===== src/polygon_plane_clip_defines.svh =====
// Assertion macros used by the clipper RTL.
`ifndef POLYGON_PLANE_CLIP_DEFINES_SVH
`define POLYGON_PLANE_CLIP_DEFINES_SVH

// Same-cycle implication, disabled during reset.
`define PPC_ASSERT_IMP(label, clk, rst, ante, cons) \
   label: assert property (@(posedge clk) disable iff (rst) (ante) |-> (cons)) \
      else $error("ppc assertion failed");

// Next-cycle implication, disabled during reset.
`define PPC_ASSERT_NEXT(label, clk, rst, ante, cons) \
   label: assert property (@(posedge clk) disable iff (rst) (ante) |=> (cons)) \
      else $error("ppc assertion failed");

`endif


===== src/ppc_pkg.sv =====
// ----------------------------------------------------------------------------
// ppc_pkg
// Types and constants shared by the polygon plane clipper.
// ----------------------------------------------------------------------------
package ppc_pkg;

   localparam int COORD_W = 32;
   localparam int DIST_W  = 48;
   localparam int NUM_W   = 48;
   localparam int DEN_W   = 49;
   localparam int REM_W   = 50;
   localparam int T_W     = 32;
   localparam int STEP_W  = 5;
   localparam int CNT_W   = 7;
   localparam int IDX_W   = 2;

   localparam logic [IDX_W-1:0] CSR_NORMAL_X     = 2'd0;
   localparam logic [IDX_W-1:0] CSR_NORMAL_Y     = 2'd1;
   localparam logic [IDX_W-1:0] CSR_NORMAL_Z     = 2'd2;
   localparam logic [IDX_W-1:0] CSR_PLANE_OFFSET = 2'd3;

   localparam logic OP_PRIME  = 1'b0;
   localparam logic OP_VERTEX = 1'b1;

   typedef enum logic [1:0] {
      KIND_CUR,
      KIND_INT,
      KIND_INT_CUR
   } kind_type;

   typedef enum logic [2:0] {
      F_IDLE,
      F_MUL_X,
      F_MUL_Y,
      F_MUL_Z,
      F_SUM,
      F_CLASS
   } front_state_type;

   typedef enum logic [2:0] {
      B_IDLE,
      B_DIV,
      B_MUL,
      B_ADD,
      B_EMIT_INT,
      B_EMIT_CUR
   } back_state_type;

   typedef struct packed {
      logic signed [COORD_W-1:0] nx;
      logic signed [COORD_W-1:0] ny;
      logic signed [COORD_W-1:0] nz;
      logic signed [COORD_W-1:0] offset;
   } cfg_type;

   typedef struct packed {
      kind_type                  kind;
      logic                      final_v;
      logic signed [COORD_W-1:0] prev_x;
      logic signed [COORD_W-1:0] prev_y;
      logic signed [COORD_W-1:0] prev_z;
      logic signed [COORD_W-1:0] cur_x;
      logic signed [COORD_W-1:0] cur_y;
      logic signed [COORD_W-1:0] cur_z;
      logic [NUM_W-1:0]          num;
      logic [DEN_W-1:0]          den;
   } edge_type;

endpackage


===== src/ppc_back.sv =====
// ----------------------------------------------------------------------------
// ppc_back
// Clip engine: restoring divide for the edge parameter, per-axis
// interpolation with saturation, and the registered result stage.
// ----------------------------------------------------------------------------
module ppc_back import ppc_pkg::*; (
   input  logic                      clock,
   input  logic                      reset,
   input  logic                      fifo_empty,
   input  edge_type                  fifo_data,
   output logic                      pop,
   output logic                      rsp_valid,
   input  logic                      rsp_stall,
   output logic signed [COORD_W-1:0] rsp_qx,
   output logic signed [COORD_W-1:0] rsp_qy,
   output logic signed [COORD_W-1:0] rsp_qz,
   output logic                      rsp_run_last,
   output logic                      rsp_poly_done
);

   back_state_type state_ff, state_in;

   edge_type                  ed_ff, ed_in;
   logic [REM_W-1:0]          rem_ff, rem_in, rem_sh;
   logic [T_W-1:0]            t_ff, t_in;
   logic [STEP_W-1:0]         step_ff, step_in;
   logic [1:0]                k_ff, k_in;
   logic [48:0]               phi_ff, phi_in, plo_ff, plo_in;
   logic                      neg_ff, neg_in;
   logic signed [COORD_W-1:0] q_ff [3];
   logic signed [COORD_W-1:0] q_in [3];
   logic signed [COORD_W-1:0] sel_a, sel_b;
   logic signed [32:0]        delta;
   logic [32:0]               mag_d;
   logic [49:0]               s_sum;
   logic [33:0]               s_off;
   logic signed [34:0]        r_full;
   logic signed [COORD_W-1:0] r_sat;

   logic                      out_v_ff, out_v_in;
   logic signed [COORD_W-1:0] ox_ff, oy_ff, oz_ff, ox_in, oy_in, oz_in;
   logic                      orl_ff, orl_in, opd_ff, opd_in;
   logic                      slot_free, load;

   assign slot_free = !out_v_ff || !rsp_stall;

   always_comb begin
      case (k_ff)
         2'd0:    begin sel_a = ed_ff.prev_x; sel_b = ed_ff.cur_x; end
         2'd1:    begin sel_a = ed_ff.prev_y; sel_b = ed_ff.cur_y; end
         default: begin sel_a = ed_ff.prev_z; sel_b = ed_ff.cur_z; end
      endcase
   end

   assign delta  = 33'(sel_b) - 33'(sel_a);
   assign mag_d  = delta[32] ? (~delta + 1'b1) : delta;
   assign rem_sh = {rem_ff[REM_W-2:0], 1'b0};
   assign s_sum  = {1'b0, phi_ff} + {17'd0, plo_ff[48:16]};
   assign s_off  = s_sum[49:16];
   assign r_full = neg_ff ? (35'(sel_a) - $signed({1'b0, s_off}))
                          : (35'(sel_a) + $signed({1'b0, s_off}));

   always_comb begin
      if (r_full > 35'sh0_7FFF_FFFF) begin
         r_sat = 32'sh7FFF_FFFF;
      end else if (r_full < -35'sh0_8000_0000) begin
         r_sat = -32'sh8000_0000;
      end else begin
         r_sat = r_full[COORD_W-1:0];
      end
   end

   always_comb begin
      state_in = state_ff;
      pop      = 1'b0;
      load     = 1'b0;
      ed_in    = ed_ff;
      rem_in   = rem_ff;
      t_in     = t_ff;
      step_in  = step_ff;
      k_in     = k_ff;
      phi_in   = phi_ff;
      plo_in   = plo_ff;
      neg_in   = neg_ff;
      q_in     = q_ff;
      ox_in    = ox_ff;
      oy_in    = oy_ff;
      oz_in    = oz_ff;
      orl_in   = orl_ff;
      opd_in   = opd_ff;
      case (state_ff)
         B_IDLE: begin
            if (!fifo_empty) begin
               pop     = 1'b1;
               ed_in   = fifo_data;
               rem_in  = {2'b00, fifo_data.num};
               t_in    = '0;
               step_in = '0;
               k_in    = 2'd0;
               if (fifo_data.kind == KIND_CUR) begin
                  state_in = B_EMIT_CUR;
               end else if ({1'b0, fifo_data.num} == fifo_data.den) begin
                  // current vertex lies on the plane: intersection is exact
                  q_in[0]  = fifo_data.cur_x;
                  q_in[1]  = fifo_data.cur_y;
                  q_in[2]  = fifo_data.cur_z;
                  state_in = B_EMIT_INT;
               end else begin
                  state_in = B_DIV;
               end
            end
         end
         B_DIV: begin
            if (rem_sh >= {1'b0, ed_ff.den}) begin
               rem_in = rem_sh - {1'b0, ed_ff.den};
               t_in   = {t_ff[T_W-2:0], 1'b1};
            end else begin
               rem_in = rem_sh;
               t_in   = {t_ff[T_W-2:0], 1'b0};
            end
            step_in = step_ff + 1'b1;
            if (step_ff == STEP_W'(T_W - 1)) begin
               state_in = B_MUL;
            end
         end
         B_MUL: begin
            phi_in   = 49'(mag_d) * 49'(t_ff[31:16]);
            plo_in   = 49'(mag_d) * 49'(t_ff[15:0]);
            neg_in   = delta[32];
            state_in = B_ADD;
         end
         B_ADD: begin
            q_in[k_ff] = r_sat;
            if (k_ff == 2'd2) begin
               state_in = B_EMIT_INT;
            end else begin
               k_in     = k_ff + 2'd1;
               state_in = B_MUL;
            end
         end
         B_EMIT_INT: begin
            if (slot_free) begin
               load   = 1'b1;
               ox_in  = q_ff[0];
               oy_in  = q_ff[1];
               oz_in  = q_ff[2];
               orl_in = (ed_ff.kind == KIND_INT);
               opd_in = (ed_ff.kind == KIND_INT) && ed_ff.final_v;
               state_in = (ed_ff.kind == KIND_INT) ? B_IDLE : B_EMIT_CUR;
            end
         end
         B_EMIT_CUR: begin
            if (slot_free) begin
               load     = 1'b1;
               ox_in    = ed_ff.cur_x;
               oy_in    = ed_ff.cur_y;
               oz_in    = ed_ff.cur_z;
               orl_in   = 1'b1;
               opd_in   = ed_ff.final_v;
               state_in = B_IDLE;
            end
         end
         default: begin
            state_in = B_IDLE;
         end
      endcase
      if (load) begin
         out_v_in = 1'b1;
      end else if (!rsp_stall) begin
         out_v_in = 1'b0;
      end else begin
         out_v_in = out_v_ff;
      end
   end

   always_ff @(posedge clock) begin
      if (reset) begin
         state_ff <= B_IDLE;
         out_v_ff <= 1'b0;
      end else begin
         state_ff <= state_in;
         out_v_ff <= out_v_in;
      end
   end

   always_ff @(posedge clock) begin
      ed_ff   <= ed_in;
      rem_ff  <= rem_in;
      t_ff    <= t_in;
      step_ff <= step_in;
      k_ff    <= k_in;
      phi_ff  <= phi_in;
      plo_ff  <= plo_in;
      neg_ff  <= neg_in;
      q_ff    <= q_in;
      ox_ff   <= ox_in;
      oy_ff   <= oy_in;
      oz_ff   <= oz_in;
      orl_ff  <= orl_in;
      opd_ff  <= opd_in;
   end

   assign rsp_valid     = out_v_ff;
   assign rsp_qx        = ox_ff;
   assign rsp_qy        = oy_ff;
   assign rsp_qz        = oz_ff;
   assign rsp_run_last  = orl_ff;
   assign rsp_poly_done = opd_ff;

endmodule


===== config.mk =====
export PLATFORM = sky130hd
export DESIGN_NAME = ppc_back
export DESIGN_NICKNAME = d
export VERILOG_FILES = /design/src/polygon_plane_clip_defines.svh /design/src/ppc_pkg.sv /design/src/ppc_back.sv
export SDC_FILE = /design/constraint.sdc
export NUM_CORES = 2
export LEC_CHECK = 0
export BUFFER_PORTS_ARGS = -buffer_cell sky130_fd_sc_hd__buf_2
export CAP_MARGIN = 20
export CORE_MARGIN = 2
export CORE_UTILIZATION = 40
export CTS_CLUSTER_DIAMETER = 120
export DETAILED_ROUTE_END_ITERATION = 10
export GPL_TIMING_DRIVEN = 0
export RECOVER_POWER = 100
export SYNTH_ARGS = -nofsm -noshare
export SYNTH_HDL_FRONTEND = slang
export SYNTH_SLANG_ARGS = --single-unit

===== constraint.sdc =====
create_clock -name clock -period 18.45 [get_ports clock]
set_input_delay 1.845 -clock clock [delete_from_list [all_inputs] [get_ports clock]]
set_output_delay 1.845 -clock clock [all_outputs]
set_load 0.05 [all_outputs]

==> run_results.csv <==
group,metric,value,unit
worst_hold_path,hold_path.class,"flip-flop to flip-flop",
synth,synth_fa_ha_area_share,33.44,%
worst_setup_path,crit_slowest_cell,"xnor2_1",
synth,synth_cells,6694,
cts,post-cts-setup-buffers,0,
cells_and_area,nets,8729,
cts,cts_buffers,72,
worst_setup_path,crit_top_cell,"clkbuf_1",
cts,htreeDepth,3,
synth,synth_compound_area_share,11.06,%
synth,yosysMostFrequentCell,"inv_1",
die,die_x,411.3,um
timing,fmax,0.05760,GHz
worst_setup_path,worstSetupPathType,"flip-flop to flip-flop",
die,design.portCount,396,
place,io_buffers,395,
detailed_routing,first_pass_iters,6,
timing,finalHoldViolations,0,
die,fp-row-count,149,
worst_setup_path,rr_startpoint,"k_ff[1]$_SDFFCE_PN0P_",
synth,avgSynthCellArea,9.915,um^2
worst_hold_path,min_from,"rsp_valid$_SDFFE_PP0P_",
run,max-cap-violations,14,
worst_setup_path,crit_path_start,"k_ff[1]$_SDFFCE_PN0P_",
synth,synth_common_cells,"inv_1, nand2_1, fa_1",
synth,synthesis.area,66370,um^2
worst_setup_path,slowest_delay,1010,ps
detailed_routing,drtIter0Drc,4158,
detailed_routing,wire_per_inst,23.62,um
synth,synth_xor_area_share,4.153,%
cts,path_clk_slew,60,ps
die,dieArea,169200,um^2
cts,cts_buffer_depth,3,
synth,synth_cell_type_count,113,
synth,yosysTopAreaCellShare,27.55,%
timing,setup_viol,0,
detailed_routing,viasPerCell,5.430,
synth,yosys_register_bits,613,
synth,synth_top_family_by_area,"adder cells",
timing,finClkSkew,63.44,ps
cts,hold_buffers,0,
synth,synth_nets,8239,
synth,yosys.area_share.simple,13.65,%
timing,setup_tns,0,ps
synth,ys_seq_area_share,27.67,%
global_routing,grt_usage,26.30,%
synth,async_flop_share,0,%
global_routing,grt_pass1_vias,52960,
timing,period_share,94.10,%
die,initial_core_util,40.27,%
cts,cts_resized,0,
cts,clock_latency,700,ps
cts,cts_root_buf,"clkbuf_16",
outcome,status,"finished with violations",
synth,synth.area.mux_share,1.978,%
global_routing,grt_pass1_wl,332.5,mm
detailed_routing,drt_wl_total,222.9,mm
worst_setup_path,start_kind,"flip-flop",
worst_setup_path,path_max_fanout,10,
timing,tightest_slew,7215,ps
detailed_routing,vias,51260,
synth,yosysWarnings,0,
worst_setup_path,end_kind,"flip-flop",
synth,synth_edf_count,609,
die,core,164800,um^2
timing,slew_viol_final,596,
detailed_routing,antenna_left,0,
timing,slew_headroom,-381.0,%
cts,cts_tree,"built",
timing,final.min_clock_period,17360,ps
cells_and_area,drive_gt1_share,5.759,%
place,gp_congestion,0.9582,
global_routing,antenna_found_initial,17,
timing,rsz0062_at_grt,"false",
cts,cts_sinks,613,
detailed_routing,drc,0,
die,die_h,411.3,um
global_routing,grt_max_degree,125,
place,hpwl,182.6,mm
synth,yosysTopAreaCell,"edfxtp_1",
worst_setup_path,arrival,17670,ps
synth,netlist_top_cells_area,"edfxtp_1, fa_1, ha_1, inv_1, nand2_1",
outcome,violations,"max-capacitance violations, max-slew violations",
worst_setup_path,crit_required,18760,ps
cells_and_area,synthToLayoutAreaGrowth,10.27,%
global_routing,gr-total-overflow,0,
synth,yosys_most_used_dff,"edfxtp_1",
[through the flow]
stage | setup slack [ps] | hold WS (ps) | std cells | cell area, um^2 | utilization (%)
floorplan | 6933 | 496.7 | 6694 | 66370 | -
global placement | 1863 | 481.7 | 9278 | 71090 | 43.13
detailed placement | 1915 | 518.9 | 9296 | 71440 | 43.35
CTS | 1882 | 533.8 | 9427 | 73790 | 44.77
global route | 662.7 | 538.0 | 9430 | 73160 | 44.39
finish | 1089 | 505.6 | 9439 | 73190 | 44.41
[worst paths after layout]
path	endpoint	slack [ps]	cells after the start
hold / removal	rsp_valid$_SDFFE_PP0P_	510	2
setup reg to reg	plo_ff[39]$_DFFE_PN_	1090	44
hold reg to reg	rsp_valid$_SDFFE_PP0P_	510	2
setup / recovery	plo_ff[39]$_DFFE_PN_	1090	44
[critical path: cells and delay by family, from the launching register on]
family                     cells  cell delay (ps)
AOI/OAI and AO/OA             17             5010
xor gates and xnor gates       2             1810
adders and majority gates      9             3870
buffers and inverters         12             5070
DFF                            1              400
and+or+nand+nor                4              760
[layout by cell type (no fill, tap or decap), types with 30 or more instances in the layout]
cell / count
nor2b_1: 64
nand3_1: 51
a22oi_1: 30
buf_2: 165
nand4_1: 38
mux2_1: 32
ha_1: 383
clkbuf_1: 568
nor2_1: 183
and2_1: 432
a21oi_1: 433
clkbuf_16: 72
o21ai_0: 154
o21bai_1: 35
xor2_1: 115
o21ai_1: 41
a21o_1: 137
edfxtp_1: 609
mux2_2: 65
o21a_1: 32
a22o_1: 38
and3_1: 30
fa_1: 866
inv_1: 1063
nor3_1: 42
nand2b_1: 47
xnor2_1: 185
nand2_1: 873
[state kept, by name (all words and copies together) (netlist names)]
register	count
ed_ff	244
q_ff	96
phi_ff	49
rem_ff	49
plo_ff	33
rsp_qx	32
rsp_qy	32
rsp_qz	32
t_ff	32
step_ff	5
state_ff	3
k_ff	2
neg_ff	1
rsp_poly_done	1
rsp_run_last	1
rsp_valid	1
[layout make-up]
cell class | count | area [um^2]
Fill cell | 16000 | 91620
Antenna cell | 9 | 22.52
Sequential cell | 613 | 18370
Clock inverter | 51 | 515.5
Clock buffer | 80 | 1832
Inverter | 1064 | 3995
Buffer | 336 | 1306
Tap cell | 2189 | 2739
Timing Repair Buffer | 416 | 1783
Multi-Input combinational cell | 4681 | 42630
[cell families (layout without fill, tap and decap cells)]
group / after synthesis / after routing
DFF: 613 / 613
xor gates and xnor gates: 308 / 308
buffers and inverters: 1400 / 1947
and+or+nand+nor: 1867 / 1867
AOI/OAI and AO/OA: 1132 / 1132
adders and majority gates: 1255 / 1255
other: 0 / 9
muxes: 119 / 119
[metal layers]
metal / GRT usage (%) / vias to the layer above / share of wire [%]
met1: 33.18 / 25700 / 40
met4: 12.63 / 16 / 5.4
li1: - / 22790 / -
met3: 4.865 / 543 / 8.1
met2: 43.51 / 2211 / 47
met5: 0 / - / 0.048
Power is left out: the tool's default activity adds up to more than one toggle a clock period on the data nets, which glitch-free logic cannot reach.
